<file path="config.mk">
export PLATFORM = sky130hd
export DESIGN_NAME = stereo_mix_voice_hold_detector_core
export DESIGN_NICKNAME = d
export VERILOG_FILES = /design/src/rtl/core/smvhd_pkg.sv /design/src/rtl/core/smvhd_mix.sv /design/src/rtl/core/smvhd_det.sv /design/src/rtl/core/stereo_mix_voice_hold_detector_core.sv
export SDC_FILE = /design/constraint.sdc
export NUM_CORES = 1
export LEC_CHECK = 0
export BUFFER_PORTS_ARGS = -buffer_cell sky130_fd_sc_hd__buf_4
export CORE_MARGIN = 2
export CORE_UTILIZATION = 30
export CTS_CLUSTER_DIAMETER = 120
export DETAILED_ROUTE_END_ITERATION = 8
export GPL_ROUTABILITY_DRIVEN = 1
export MAX_ROUTING_LAYER = met4
export PLACE_DENSITY = 0.42
export SYNTH_ARGS = -nofsm -noshare
export SYNTH_HDL_FRONTEND = slang
export SYNTH_SLANG_ARGS = --single-unit
</file>
<file path="constraint.sdc">
create_clock -name clk -period 11.8 [get_ports clk]
set_clock_uncertainty 0.1 [all_clocks]
set_input_delay 0.59 -clock clk [delete_from_list [all_inputs] [get_ports clk]]
set_output_delay 0.59 -clock clk [all_outputs]
set_load 0.01 [all_outputs]
</file>
<file path="src/rtl/core/smvhd_pkg.sv">
package smvhd_pkg;

    localparam int SAMPLE_W      = 16;
    localparam int MAG_W         = 16;
    localparam int ACC_W         = 28;
    localparam int THRESH_W      = 16;
    localparam int HOLD_W        = 20;
    localparam int CFG_W         = 20;
    localparam int CFG_IDX_W     = 1;
    localparam int KIND_W        = 2;
    localparam int IN_TDATA_W    = 40;
    localparam int OUT_TDATA_W   = 24;

    localparam int MAX_FRAME_SAMPLES = 2048;

    localparam logic [THRESH_W-1:0] THRESH_RESET = 16'd100;
    localparam logic [HOLD_W-1:0]   HOLD_RESET   = 20'd30000;
    localparam logic [ACC_W-1:0]    ACC_MAX      = {ACC_W{1'b1}};
    localparam logic [HOLD_W-1:0]   SIL_MAX      = {HOLD_W{1'b1}};

    typedef enum logic [KIND_W-1:0] {
        KIND_SAMPLE = 2'd0,
        KIND_TICK   = 2'd1,
        KIND_WAKE   = 2'd2,
        KIND_NONE   = 2'd3
    } kind_t;

    typedef enum logic [CFG_IDX_W-1:0] {
        REG_THRESHOLD = 1'b0,
        REG_HOLD      = 1'b1
    } cfg_reg_t;

    // One item as seen by the detector state.
    typedef struct packed {
        logic             en;
        kind_t            kind;
        logic [MAG_W-1:0] mag;
        logic             fend;
        logic             busy;
    } det_step_t;

    // Frame decisions for the item in flight.
    typedef struct packed {
        logic voice;
        logic req;
    } det_result_t;

endpackage

</file>
<file path="src/rtl/core/smvhd_mix.sv">
module smvhd_mix
(
    input  logic signed [smvhd_pkg::SAMPLE_W-1:0] left_sample,
    input  logic signed [smvhd_pkg::SAMPLE_W-1:0] right_sample,
    output logic signed [smvhd_pkg::SAMPLE_W-1:0] mono_sample,
    output logic        [smvhd_pkg::MAG_W-1:0]    mono_mag
);

    logic signed [smvhd_pkg::SAMPLE_W:0] pair_sum;

    // floor((L+R)/2) always fits 16 bits, so no clamp is needed
    assign pair_sum    = {left_sample[smvhd_pkg::SAMPLE_W-1], left_sample}
                       + {right_sample[smvhd_pkg::SAMPLE_W-1], right_sample};
    assign mono_sample = pair_sum[smvhd_pkg::SAMPLE_W:1];

    // -(-32768) wraps to 0x8000, which is the right unsigned magnitude
    assign mono_mag = mono_sample[smvhd_pkg::SAMPLE_W-1]
                    ? smvhd_pkg::MAG_W'(-mono_sample)
                    : smvhd_pkg::MAG_W'(mono_sample);

endmodule

</file>
<file path="src/rtl/core/smvhd_det.sv">
module smvhd_det
#(
    parameter int MAX_FRAME_SAMPLES = smvhd_pkg::MAX_FRAME_SAMPLES
)
(
    input  logic                              clk,
    input  logic                              rst_n,
    input  logic                              cfg_we,
    input  logic [smvhd_pkg::CFG_IDX_W-1:0]   cfg_index,
    input  logic [smvhd_pkg::CFG_W-1:0]       cfg_data,
    input  smvhd_pkg::det_step_t              step,
    output smvhd_pkg::det_result_t            result
);

    localparam int CNT_W  = (MAX_FRAME_SAMPLES > 1) ? $clog2(MAX_FRAME_SAMPLES) : 1;
    localparam int PROD_W = smvhd_pkg::THRESH_W + CNT_W + 1;
    localparam int CMP_W  = (PROD_W > smvhd_pkg::ACC_W) ? PROD_W : smvhd_pkg::ACC_W;
    localparam logic [CNT_W-1:0] CNT_MAX = CNT_W'(MAX_FRAME_SAMPLES - 1);

    logic [smvhd_pkg::THRESH_W-1:0] thresh_reg;
    logic [smvhd_pkg::HOLD_W-1:0]   hold_reg;
    logic [smvhd_pkg::ACC_W-1:0]    acc_reg,    acc_next;
    logic [CNT_W-1:0]               cnt_reg,    cnt_next;
    logic [smvhd_pkg::HOLD_W-1:0]   sil_reg,    sil_next;
    logic                           asleep_reg, asleep_next;
    logic                           wake_reg,   wake_next;

    logic [smvhd_pkg::ACC_W:0]      acc_sum;
    logic [smvhd_pkg::ACC_W-1:0]    acc_sat;
    logic [CNT_W:0]                 frame_len;
    logic [PROD_W-1:0]              thresh_prod;
    logic                           voice;
    logic [smvhd_pkg::HOLD_W-1:0]   sil_at_end;
    logic                           req;

    always_ff @(posedge clk or negedge rst_n)
    begin
        if (!rst_n)
        begin
            thresh_reg <= smvhd_pkg::THRESH_RESET;
            hold_reg   <= smvhd_pkg::HOLD_RESET;
        end
        else if (cfg_we)
        begin
            case (smvhd_pkg::cfg_reg_t'(cfg_index))
                smvhd_pkg::REG_THRESHOLD: thresh_reg <= cfg_data[smvhd_pkg::THRESH_W-1:0];
                smvhd_pkg::REG_HOLD:      hold_reg   <= cfg_data[smvhd_pkg::HOLD_W-1:0];
                default:                  ;
            endcase
        end
    end

    assign acc_sum     = {1'b0, acc_reg} + (smvhd_pkg::ACC_W+1)'(step.mag);
    assign acc_sat     = acc_sum[smvhd_pkg::ACC_W] ? smvhd_pkg::ACC_MAX
                                                   : acc_sum[smvhd_pkg::ACC_W-1:0];
    assign frame_len   = {1'b0, cnt_reg} + (CNT_W+1)'(1);
    assign thresh_prod = PROD_W'(thresh_reg) * PROD_W'(frame_len);
    assign voice       = CMP_W'(acc_sat) >= CMP_W'(thresh_prod);
    assign sil_at_end  = (wake_reg || voice) ? '0 : sil_reg;
    assign req         = !asleep_reg && !step.busy && (sil_at_end >= hold_reg);

    always_comb
    begin
        acc_next    = acc_reg;
        cnt_next    = cnt_reg;
        sil_next    = sil_reg;
        asleep_next = asleep_reg;
        wake_next   = wake_reg;
        if (step.en)
        begin
            case (step.kind)
                smvhd_pkg::KIND_SAMPLE:
                begin
                    if (step.fend)
                    begin
                        acc_next    = '0;
                        cnt_next    = '0;
                        wake_next   = 1'b0;
                        sil_next    = sil_at_end;
                        asleep_next = asleep_reg || req;
                    end
                    else
                    begin
                        acc_next = acc_sat;
                        if (cnt_reg < CNT_MAX)
                            cnt_next = cnt_reg + CNT_W'(1);
                    end
                end
                smvhd_pkg::KIND_TICK:
                begin
                    if (sil_reg != smvhd_pkg::SIL_MAX)
                        sil_next = sil_reg + smvhd_pkg::HOLD_W'(1);
                end
                smvhd_pkg::KIND_WAKE:
                begin
                    asleep_next = 1'b0;
                    wake_next   = 1'b1;
                end
                default: ;
            endcase
        end
    end

    always_ff @(posedge clk or negedge rst_n)
    begin
        if (!rst_n)
        begin
            acc_reg    <= '0;
            cnt_reg    <= '0;
            sil_reg    <= '0;
            asleep_reg <= 1'b0;
            wake_reg   <= 1'b0;
        end
        else
        begin
            acc_reg    <= acc_next;
            cnt_reg    <= cnt_next;
            sil_reg    <= sil_next;
            asleep_reg <= asleep_next;
            wake_reg   <= wake_next;
        end
    end

    assign result.voice = step.fend && voice;
    assign result.req   = step.fend && req;

`ifndef NO_ASSERTIONS
    // sleep is entered only through a request at a frame end
    a_asleep_by_req: assert property (@(posedge clk) disable iff (!rst_n)
        $rose(asleep_reg) |-> $past(step.en && step.fend && req
                                    && step.kind == smvhd_pkg::KIND_SAMPLE))
        else $error("asleep set without a sleep request");
`endif

endmodule

</file>
<file path="src/rtl/core/stereo_mix_voice_hold_detector_core.sv">
// Channel   Dir  Bus                     Contents (low bit up)
// s_*       in   tdata[39:0]             left_sample, right_sample, transfer_busy
//                tuser[1:0]              kind (sample / tick / wake)
//                tlast                   frame_end
// m_*       out  tdata[23:0]             mono_sample, voice_seen, sleep_request
//                tlast                   frame_done
// cfg_*     in   we / index / data[19:0] 0 voice_threshold, 1 silence_hold_ms
//
// One item per clock unless a sample item is stalled by m_tready. An item is
// held in the input register, then the mixer and detector logic updates state
// and loads the result register, which drives m_tvalid. Ticks and wakes give
// no result. An item leaves the input register whenever it makes no result
// or the result register is empty or being drained, so m_tready only stalls
// sample items. Reset (rst_n, async) sets the valid flags, detector state
// and config registers to defaults.
module stereo_mix_voice_hold_detector_core
#(
    parameter int MAX_FRAME_SAMPLES = smvhd_pkg::MAX_FRAME_SAMPLES
)
(
    input  logic                                  clk,
    input  logic                                  rst_n,

    input  logic                                  s_tvalid,
    output logic                                  s_tready,
    // left_sample[15:0], right_sample[31:16], transfer_busy[32], zero pad
    input  logic [smvhd_pkg::IN_TDATA_W-1:0]      s_tdata,
    // kind[1:0]
    input  logic [smvhd_pkg::KIND_W-1:0]          s_tuser,
    input  logic                                  s_tlast,

    output logic                                  m_tvalid,
    input  logic                                  m_tready,
    // mono_sample[15:0], voice_seen[16], sleep_request[17], zero pad
    output logic [smvhd_pkg::OUT_TDATA_W-1:0]     m_tdata,
    output logic                                  m_tlast,

    input  logic                                  cfg_we,
    input  logic [smvhd_pkg::CFG_IDX_W-1:0]       cfg_index,
    input  logic [smvhd_pkg::CFG_W-1:0]           cfg_data
);

    localparam int SW = smvhd_pkg::SAMPLE_W;

    // input register
    logic                  in_v_reg;
    smvhd_pkg::kind_t      in_kind_reg;
    logic signed [SW-1:0]  in_left_reg;
    logic signed [SW-1:0]  in_right_reg;
    logic                  in_fend_reg;
    logic                  in_busy_reg;

    // result register
    logic                  out_v_reg;
    logic signed [SW-1:0]  out_mono_reg;
    logic                  out_last_reg;
    logic                  out_voice_reg;
    logic                  out_req_reg;

    logic                   is_sample;
    logic                   advance;
    logic signed [SW-1:0]   mono;
    logic [smvhd_pkg::MAG_W-1:0] mag;
    smvhd_pkg::det_step_t   step;
    smvhd_pkg::det_result_t dres;

    assign is_sample = (in_kind_reg == smvhd_pkg::KIND_SAMPLE);
    assign advance   = in_v_reg && (!is_sample || !out_v_reg || m_tready);
    assign s_tready  = !in_v_reg || advance;

    always_ff @(posedge clk or negedge rst_n)
    begin
        if (!rst_n)
            in_v_reg <= 1'b0;
        else if (s_tready)
            in_v_reg <= s_tvalid;
    end

    always_ff @(posedge clk)
    begin
        if (s_tready && s_tvalid)
        begin
            in_kind_reg  <= smvhd_pkg::kind_t'(s_tuser);
            in_left_reg  <= s_tdata[SW-1:0];
            in_right_reg <= s_tdata[2*SW-1:SW];
            in_busy_reg  <= s_tdata[2*SW];
            in_fend_reg  <= s_tlast;
        end
    end

    smvhd_mix u_mix
    (
        .left_sample  (in_left_reg),
        .right_sample (in_right_reg),
        .mono_sample  (mono),
        .mono_mag     (mag)
    );

    assign step.en   = advance;
    assign step.kind = in_kind_reg;
    assign step.mag  = mag;
    assign step.fend = in_fend_reg;
    assign step.busy = in_busy_reg;

    smvhd_det #(
        .MAX_FRAME_SAMPLES (MAX_FRAME_SAMPLES)
    ) u_det
    (
        .clk       (clk),
        .rst_n     (rst_n),
        .cfg_we    (cfg_we),
        .cfg_index (cfg_index),
        .cfg_data  (cfg_data),
        .step      (step),
        .result    (dres)
    );

    always_ff @(posedge clk or negedge rst_n)
    begin
        if (!rst_n)
            out_v_reg <= 1'b0;
        else if (advance && is_sample)
            out_v_reg <= 1'b1;
        else if (m_tready)
            out_v_reg <= 1'b0;
    end

    always_ff @(posedge clk)
    begin
        if (advance && is_sample)
        begin
            out_mono_reg  <= mono;
            out_last_reg  <= in_fend_reg;
            out_voice_reg <= dres.voice;
            out_req_reg   <= dres.req;
        end
    end

    assign m_tvalid = out_v_reg;
    assign m_tlast  = out_last_reg;
    assign m_tdata  = {{(smvhd_pkg::OUT_TDATA_W - SW - 2){1'b0}},
                       out_req_reg, out_voice_reg, out_mono_reg};

`ifndef NO_ASSERTIONS
    // the input side only stalls while an item is held
    a_stall_needs_item: assert property (@(posedge clk) disable iff (!rst_n)
        !s_tready |-> in_v_reg)
        else $error("input stalled with empty input register");

    // ticks and wakes load no result; the result register can only drain
    a_no_result_for_ctrl: assert property (@(posedge clk) disable iff (!rst_n)
        (advance && !is_sample) |=> (out_v_reg == $past(out_v_reg && !m_tready)))
        else $error("control item produced a result");

    // decisions are only reported on the item that closes a frame
    a_decision_at_end: assert property (@(posedge clk) disable iff (!rst_n)
        (out_v_reg && !out_last_reg) |-> (!out_voice_reg && !out_req_reg))
        else $error("decision flagged outside a frame end");

    // a held result is not overwritten
    a_hold_result: assert property (@(posedge clk) disable iff (!rst_n)
        (out_v_reg && !m_tready) |=> (out_v_reg && $stable(out_mono_reg)))
        else $error("stalled result changed");
`endif

endmodule
</file>
==> results.cfg, run 1 <==
[status]
status = finished, final reports clean

[global_routing]
grt_use_total_pct = 16.0
grt_pass1_wl_mm = 66.3
grt_overflow = 0
antenna_found_initial = 0
grt_max_degree = 69
grt_pass1_vias = 11893

[place]
gp_congestion = 0.799
placement.io_buffers = 82
dp_hpwl_mm = 31.3

[critical_path]
max_stage_delay_ns = 0.63
cp.required_ns = 11.91
critPathSlowestCell = and3_1
path_max_fanout = 14
cp-end-kind = flop
cp-start-kind = flop
path_class = reg2reg
cp_common_cell = fa_1
worstRegToRegCells = 39
worstPathArrival_ns = 10.77

[layout]
drive_gt1_share_pct = 12.2
final_nets = 2091
final_util_pct = 34.1
largest_reg_flops = 28
area_delta_synth_final_pct = 12.8
final.fill_count = 5413

[sta]
rsz0062_at_grt = false
fmax_mhz = 93.8
relSlewSlack_pct = 37.7
report.final.slew_viol_count = 0
period_needed_ns = 10.66
finalSetupTns_ns = 0
finalCritPeriodShare_pct = 90.4
hold_viol_final = 0
worst_pin_slew_ns = 0.932
setup_violations = 0

[logic_synthesis]
yosysUniqueCellTypes = 78
synthFlopType = dfrtp_1
async_flop_share_pct = 64.3
yosys.cell_count.top_type = inv_1
synth.avg_cell_area_um2 = 9.43
synth.area.top_cells = fa_1, dfrtp_1, ha_1
seq_area_frac_synth_pct = 26.3
yosysWarnings = 0
synth_top_area_share_pct = 18.0
syn_area_um2 = 15800
synth_edf_count = 55
synth-seq-cells = 154
syn_inst = 1673
synth_commonest_cells = inv_1, nand2_1, ha_1
yosys.area.top_type = fa_1

[clocking]
h-tree-depth = 4
cts_tree = yes
hold_buffers = 0
worstSkewPairLatency_ns = 0.45
clockRootBuffer = clkbuf_16
cts_resized = 0
cts_buffer_depth = 2
clock-sinks = 154
cts_buffers = 17
path_clk_slew_ns = 0.07
cts_setup_buffers = 0

[job]
cap_violations = 0

[detailed_routing]
vias = 11702
drt_wl_total_mm = 40.1
drt_pass1_iterations = 4
viasPerCell = 4.81
drtIter0Drc = 510
post_drt_wl_per_cell_um = 16.5
drc = 0
postRouteAntennaNets = 0

[floorplanning]
fp.dieW_um = 233
fp.dieH_um = 233
start_util_pct = 30.2
coreArea_um2 = 52200
top_level_ports = 96
fp-row-count = 84
die_area_um2 = 54400

[power]
p_per_area_nw_per_um2 = 196
leakagePower_nw = 8.56
ir_drop_mv = 0.0891

[worst_hold_path]
hold_path.class = in2async
area by class of cell:
type | instances | area [um^2] | area share [%]
Clock inverter | 15 | 194 | 1.09
Antenna cell | 1 | 2.50 | 0.0141
Timing Repair Buffer | 107 | 803 | 4.52
Inverter | 226 | 848 | 4.77
Multi-Input combinational cell | 1226 | 10500 | 59.1
Sequential cell | 154 | 4140 | 23.3
Tap cell | 688 | 861 | 4.84
Clock buffer | 17 | 425 | 2.39
power by group:
part	switching [mW]	leakage (nW)	total, mW	internal (mW)
clock	0.263	0.306	0.588	0.324
combinational	1.28	6.50	2.18	0.898
sequential	0.0921	1.75	0.722	0.630
final timing paths:
check                                 start          endpoint  slack (ns)
setup / recovery           u_det.cnt_reg[2]       out_req_reg        1.14
hold / removal                        rst_n  u_det.acc_reg[5]        0.03
setup reg to reg           u_det.cnt_reg[2]       out_req_reg        1.14
hold reg to reg            u_det.asleep_reg  u_det.asleep_reg        0.39
max in group asynchronous             rst_n  u_det.sil_reg[8]       10.25
min in group clk                 s_tuser[0]    in_kind_reg[0]        0.21
kinds of logic after synthesis:
kind of cell             Yosys count  synth area share [%]
AND/OR/NAND/NOR                  498                  15.8
other                              1                0.0238
flip-flops                       154                  26.3
XOR/XNOR                          74                  4.11
AO/OA/AOI/OAI                    311                  13.4
adder cells (fa/ha/maj)          290                  29.8
multiplexers                      47                  3.28
buffers and inverters            298                  7.34
metal layers:
metal	wire, um	global-route usage [%]	up-vias
met4	566	3.96	0
met2	18700	25.0	133
met5	0	-	-
li1	-	-	5759
met3	694	1.55	32
met1	20200	22.2	5778
worst max-delay path, delay by kind of cell (launching register included):
kind                     cells  cell delay (ns)
AO/OA/AOI/OAI               13             2.80
flip-flops                   1             0.44
adder cells (fa/ha/maj)      8             3.45
buffers and inverters        3             0.29
AND/OR/NAND/NOR             14             3.16
XOR/XNOR                     1             0.13
cells in the final DEF (no fill, tap or decap), types with 9 or more instances in the layout:
master | synthesis | final
inv_1 | 226 | 225
nand3_1 | 36 | 36
a31oi_1 | 14 | 14
xnor2_1 | 41 | 41
a211oi_1 | 9 | 9
buf_4 | 8 | 107
nand2b_1 | 28 | 28
and3_1 | 18 | 18
nand2_1 | 192 | 192
xor2_1 | 33 | 30
clkbuf_16 | 0 | 17
a22o_1 | 28 | 28
mux2_2 | 38 | 38
dfrtp_1 | 89 | 89
ha_1 | 148 | 148
a21oi_1 | 80 | 80
a21o_1 | 41 | 41
o21ai_0 | 58 | 58
nand4_1 | 20 | 20
o21bai_1 | 10 | 10
dfstp_2 | 10 | 10
fa_1 | 142 | 142
edfxtp_1 | 55 | 55
nor2_1 | 47 | 47
nor3_1 | 21 | 21
mux2i_1 | 9 | 9
and2_1 | 92 | 92
per-stage QoR:
step	cells	hold WS, ns	total power, mW	instance area [um^2]	worst slack (ns)
after floorplan	1678	0.194	2.31	15800	2.53
after global placement	2401	0.372	2.90	17200	1.18
after detailed placement	2401	0.378	2.92	17200	1.09
after CTS	2433	0.0252	3.54	17800	1.03
after global routing	2433	0.0422	3.90	17800	0.393
final	2434	0.0293	3.49	17800	1.14
(Power assumes the default switching activity.)
==> inputs of run 2 (changes only) <==
--- a/config.mk
+++ b/config.mk
@@ -11,8 +11,10 @@
 export CTS_CLUSTER_DIAMETER = 120
 export DETAILED_ROUTE_END_ITERATION = 8
 export GPL_ROUTABILITY_DRIVEN = 1
+export GPL_TIMING_DRIVEN = 0
 export MAX_ROUTING_LAYER = met4
 export PLACE_DENSITY = 0.42
 export SYNTH_ARGS = -nofsm -noshare
 export SYNTH_HDL_FRONTEND = slang
+export SYNTH_HIERARCHICAL = 1
 export SYNTH_SLANG_ARGS = --single-unit
==> results.cfg, run 2 <==
[critical_path]
critPathSlowestCell = fa_1
cp-start-kind = flop
cp-end-kind = flop
path_max_fanout = 10
path_class = reg2reg
cp.required_ns = 11.91
worstRegToRegCells = 39
max_stage_delay_ns = 0.56
worstPathArrival_ns = 11.02
cp_common_cell = fa_1
rr_startpoint = u_det/cnt_reg[1]
setup.worst_path.start = u_det/cnt_reg[1]

[layout]
largest_reg_flops = 28
final_nets = 2146
final.fill_count = 5499
layout_commonest_cell = inv_1
finish.instance_area_um2 = 18000
area_delta_synth_final_pct = 13.7
final_cell_mix = inv_1, nand2_1, ha_1
drive_gt1_share_pct = 13.2

[clocking]
clock-sinks = 154
h-tree-depth = 4
cts_tree = yes
worstSkewPairLatency_ns = 0.46
cts_buffer_depth = 2
path_clk_slew_ns = 0.07
cts_buffers = 17
clockRootBuffer = clkbuf_16
cts_setup_buffers = 0

[floorplanning]
die_area_um2 = 54600
fp.dieH_um = 234
fp-row-count = 84
coreArea_um2 = 52300
top_level_ports = 96
fp.dieW_um = 234
start_util_pct = 30.2

[sta]
rsz0062_at_grt = false
worst_pin_slew_ns = 1.23
whs_ns = 0.0671
fmax_mhz = 91.6
finalSetupTns_ns = 0
hold_viol_final = 0
report.final.slew_viol_count = 0
finalCritPeriodShare_pct = 92.5
setup_violations = 0
relSlewSlack_pct = 17.7
period_needed_ns = 10.91

[detailed_routing]
drt_pass1_iterations = 6
post_drt_wl_per_cell_um = 18.1
drtIter0Drc = 581
drt_wl_total_mm = 45.1
viasPerCell = 4.83
vias = 12017
drc = 0
postRouteAntennaNets = 0

[logic_synthesis]
async_flop_share_pct = 64.3
synth-seq-cells = 154
seq_area_frac_synth_pct = 26.2
synth_top_area_share_pct = 18.0
yosys.cell_count.top_type = inv_1
yosysWarnings = 6
synth.area.top_cells = fa_1, dfrtp_1, ha_1
synth_edf_count = 55
synth_commonest_cells = inv_1, nand2_1, ha_1
syn_inst = 1680
synthFlopType = dfrtp_1
yosys.area.top_type = fa_1
yosysUniqueCellTypes = 89
syn_area_um2 = 15800
synth.avg_cell_area_um2 = 9.42

[place]
gp_congestion = 0.835
dp_hpwl_mm = 36.2
placement.io_buffers = 82
place_area_um2 = 17300

[worst_hold_path]
hold_path.class = in2async

[status]
status = finished, final reports clean

[global_routing]
grt_overflow = 0
grt_pass1_vias = 12328
grt_pass1_wl_mm = 70.6
antenna_found_initial = 0
grt_use_total_pct = 17.7
grt_max_degree = 55

[power]
leakagePower_nw = 8.47
p_total_mw = 2.74
p_per_area_nw_per_um2 = 152
ir_drop_mv = 0.109

[job]
cap_violations = 0
## run 2: cell families (layout without fill, tap and decap cells)
family,after synthesis,count (layout),synth area share [%]
AND/OR/NAND/NOR,533,533,17.0
buffers and inverters,300,415,7.50
AO/OA/AOI/OAI,291,291,12.8
adder cells (fa/ha/maj),290,290,29.7
flip-flops,154,154,26.2
XOR/XNOR,69,69,3.82
multiplexers,42,42,2.96
other,1,7,0.0237
## run 2: path summary, 6_finish.rpt
kind | end | slack (ns)
hold reg to reg | m_tlast | 0.38
min in group clk | in_left_reg[1] | 0.21
setup reg to reg | out_req_reg | 0.89
setup / recovery | out_req_reg | 0.89
hold / removal | u_det/hold_reg[9] | 0.07
max in group asynchronous | u_det/hold_reg[5] | 10.78
## run 2: repair_timing
action | in CTS | in global routing
endpoints found under the setup margin | 0 | 2
hold buffers | 0 | 0
gates resized for setup | 0 | 7
## run 2: report_power, final
group	leakage, nW	switching (mW)	internal (mW)
Clock	0.304	0.251	0.327
Sequential	1.79	0.0601	0.628
Combinational	6.38	0.861	0.608
Total	8.47	1.17	1.56
## run 2: area by class of cell
cell class / instances / area (um^2) / area share [%]
antenna: 1 / 2.50 / 0.0139
buffer: 71 / 329 / 1.83
clock buffer: 20 / 489 / 2.72
clock inverter: 12 / 123 / 0.681
inverter: 229 / 860 / 4.78
multi-input combinational: 1231 / 10600 / 58.6
sequential: 154 / 4140 / 23.0
tap: 688 / 861 / 4.78
timing repair buffer: 83 / 643 / 3.57
## run 2: metrics by stage
step / std cells / setup WS (ns) / util, %
after floorplan: 1685 / 2.39 / -
after global placement: 2455 / 0.327 / 33.1
after detailed placement: 2456 / 0.331 / 33.1
after CTS: 2488 / 0.304 / 34.3
after global routing: 2488 / 0.0506 / 34.4
final: 2489 / 0.888 / 34.4
## run 2: routing by layer
layer / wire (um) / track usage, % / part of all wire (%)
met4: 800 / 4.21 / 1.8
met5: 0 / - / 0
met3: 1390 / 2.21 / 3.1
met1: 20900 / 23.0 / 46
met2: 22000 / 29.2 / 49
## run 2: critical path: cells and delay by family (launching register included)
family	cells	cell delay [ns]
adder cells (fa/ha/maj)	9	3.71
AO/OA/AOI/OAI	13	2.87
AND/OR/NAND/NOR	11	2.02
buffers and inverters	4	0.86
XOR/XNOR	2	0.67
flip-flops	1	0.40
==> inputs of run 3 (changes only) <==
--- a/config.mk
+++ b/config.mk
@@ -7,13 +7,13 @@
 export LEC_CHECK = 0
 export BUFFER_PORTS_ARGS = -buffer_cell sky130_fd_sc_hd__buf_4
 export CORE_MARGIN = 2
-export CORE_UTILIZATION = 30
+export CORE_UTILIZATION = 50
 export CTS_CLUSTER_DIAMETER = 120
 export DETAILED_ROUTE_END_ITERATION = 8
 export GPL_ROUTABILITY_DRIVEN = 1
 export GPL_TIMING_DRIVEN = 0
 export MAX_ROUTING_LAYER = met4
-export PLACE_DENSITY = 0.42
+export PLACE_DENSITY = 0.67
 export SYNTH_ARGS = -nofsm -noshare
 export SYNTH_HDL_FRONTEND = slang
 export SYNTH_HIERARCHICAL = 1
==> constraint.sdc (replaced) <==
create_clock -name clk -period 9.51 [get_ports clk]
set_clock_uncertainty 0.1 [all_clocks]
set_input_delay 0.4755 -clock clk [delete_from_list [all_inputs] [get_ports clk]]
set_output_delay 0.4755 -clock clk [all_outputs]
set_load 0.01 [all_outputs]
==> results.cfg, run 3 (synthesis results as in run 2) <==
[status]
status = finished, final reports clean

[layout]
layout_commonest_cell = inv_1
largest_reg_flops = 28
final_nets = 2195
n_antenna_cell = 0
area_delta_synth_final_pct = 18.3
final_cell_mix = inv_1, nand2_1, buf_4
drive_gt1_share_pct = 20.0

[detailed_routing]
drt_pass1_iterations = 5
drt_wl_total_mm = 41.1
drc = 0
postRouteAntennaNets = 0
drtIter0Drc = 767
post_drt_wl_per_cell_um = 18.3
vias = 12606
viasPerCell = 5.60

[place]
gp_congestion = 0.899
dp_hpwl_mm = 30.5
placement.io_buffers = 82

[critical_path]
cp.required_ns = 9.61
cp-end-kind = flop
rr_startpoint = u_det/cnt_reg[1]
cp-start-kind = flop
endpoint = out_req_reg
path_class = reg2reg
critPathSlowestCell = fa_1
max_stage_delay_ns = 0.56
path_max_fanout = 7
setup.worst_path.start = u_det/cnt_reg[1]
worstPathArrival_ns = 9.35
cp_common_cell = fa_1
ff2ff_setup_slack_ns = 0.25
worstRegToRegCells = 40
r2r_end = out_req_reg

[worst_hold_path]
hold_path.class = in2reg

[clocking]
clockRootBuffer = clkbuf_16
clock-sinks = 154
worstSkewPairLatency_ns = 0.44
path_clk_slew_ns = 0.08
cts_tree = yes
cts_buffers = 17
h-tree-depth = 4
cts_buffer_depth = 2

[sta]
hold_viol_final = 0
finalCritPeriodShare_pct = 97.3
setup_violations = 0
whs_ns = 0.109
finalSetupTns_ns = 0
period_needed_ns = 9.26
fmax_mhz = 108
relSlewSlack_pct = 49.5
worst_pin_slew_ns = 0.758
report.final.slew_viol_count = 0

[job]
cap_violations = 0

[floorplanning]
fp-row-count = 65
fp.dieH_um = 182
top_level_ports = 96
start_util_pct = 50.4
fp.dieW_um = 182
die_area_um2 = 33100
coreArea_um2 = 31400

[global_routing]
antenna_found_initial = 0
grt_pass1_vias = 12754
grt_use_total_pct = 25.9
grt_overflow = 0
grt_max_degree = 100
grt_pass1_wl_mm = 65.3

[power]
leakagePower_nw = 8.82
p_per_area_nw_per_um2 = 190
ir_drop_mv = 0.115
run 3: cell types whose count changed in the layout (fill, tap and decap cells not counted), moves of 7 or more:
cell      change
a21oi_2       +7
buf_4        +46
a21oi_1       -7
ha_1         -13
clkbuf_1     -13
ha_4         +11
run 3: timing repair:
item	in CTS	in global routing
setup endpoints to repair	22	2
resized for setup	89	61
pin swaps	32	57
gates cloned	0	1
buffers inserted	29	19
hold buffers	0	1
endpoints found under the hold margin	0	11
run 3: where the power goes:
| group | total (mW) | internal [mW] | leakage, nW | switching, mW |
|---|---|---|---|---|
| registers | 0.852 | 0.780 | 1.78 | 0.0725 |
| clock network | 0.720 | 0.380 | 0.295 | 0.340 |
| logic | 1.99 | 0.870 | 6.74 | 1.12 |
run 3: worst min path at each step:
stage / start / endpoint / slack, ns / cells after the start
floorplan: rst_n / in_v_reg / 0.08 / 0
finish: s_tdata[32] / in_busy_reg / 0.11 / 1
detailed placement: in_fend_reg / m_tlast / 0.33 / 0
global route: s_tdata[0] / in_left_reg[0] / 0.1 / 1
global placement: in_fend_reg / m_tlast / 0.33 / 0
CTS: s_tdata[16] / in_right_reg[0] / 0.1 / 1
run 3: worst max-delay path: cells and delay by family, from the launching register on:
kind                       cells  cell delay (ns)
xor gates and xnor gates       2             0.45
adders and majority gates      9             3.55
and+or+nand+nor               13             2.07
AOI/OAI and AO/OA              8             1.46
DFF                            1             0.44
buffers and inverters          8             0.93
run 3: per-layer routing:
layer	share of wire [%]	wire length (um)	global-route usage [%]	up-vias
met5	0	0	-	-
met4	2.4	981	6.71	0
met3	6.1	2530	3.91	72
met2	48	19900	42.4	362
met1	43	17800	33.9	6240
li1	-	-	-	5932
run 3: area by class of cell:
type                       count  area, um^2
timing repair buffer         134        1100
clock inverter                15         195
clock buffer                  17         425
multi-input combinational   1231       11100
inverter                     229         860
sequential                   154        4150
tap                          402         503
buffer                        69         408
fill                        2658       12700
run 3: through the flow:
stage,instances,total power [mW],utilization [%],setup WS [ns],area (um^2)
after global routing,2251,3.88,59.6,-0.140,18700
after global placement,2169,2.58,54.0,-1.68,17000
after CTS,2230,3.48,58.2,0.00329,18300
final,2251,3.56,59.6,0.254,18700
after floorplan,1685,2.17,-,0.102,15800
after detailed placement,2170,2.63,54.1,-1.88,17000
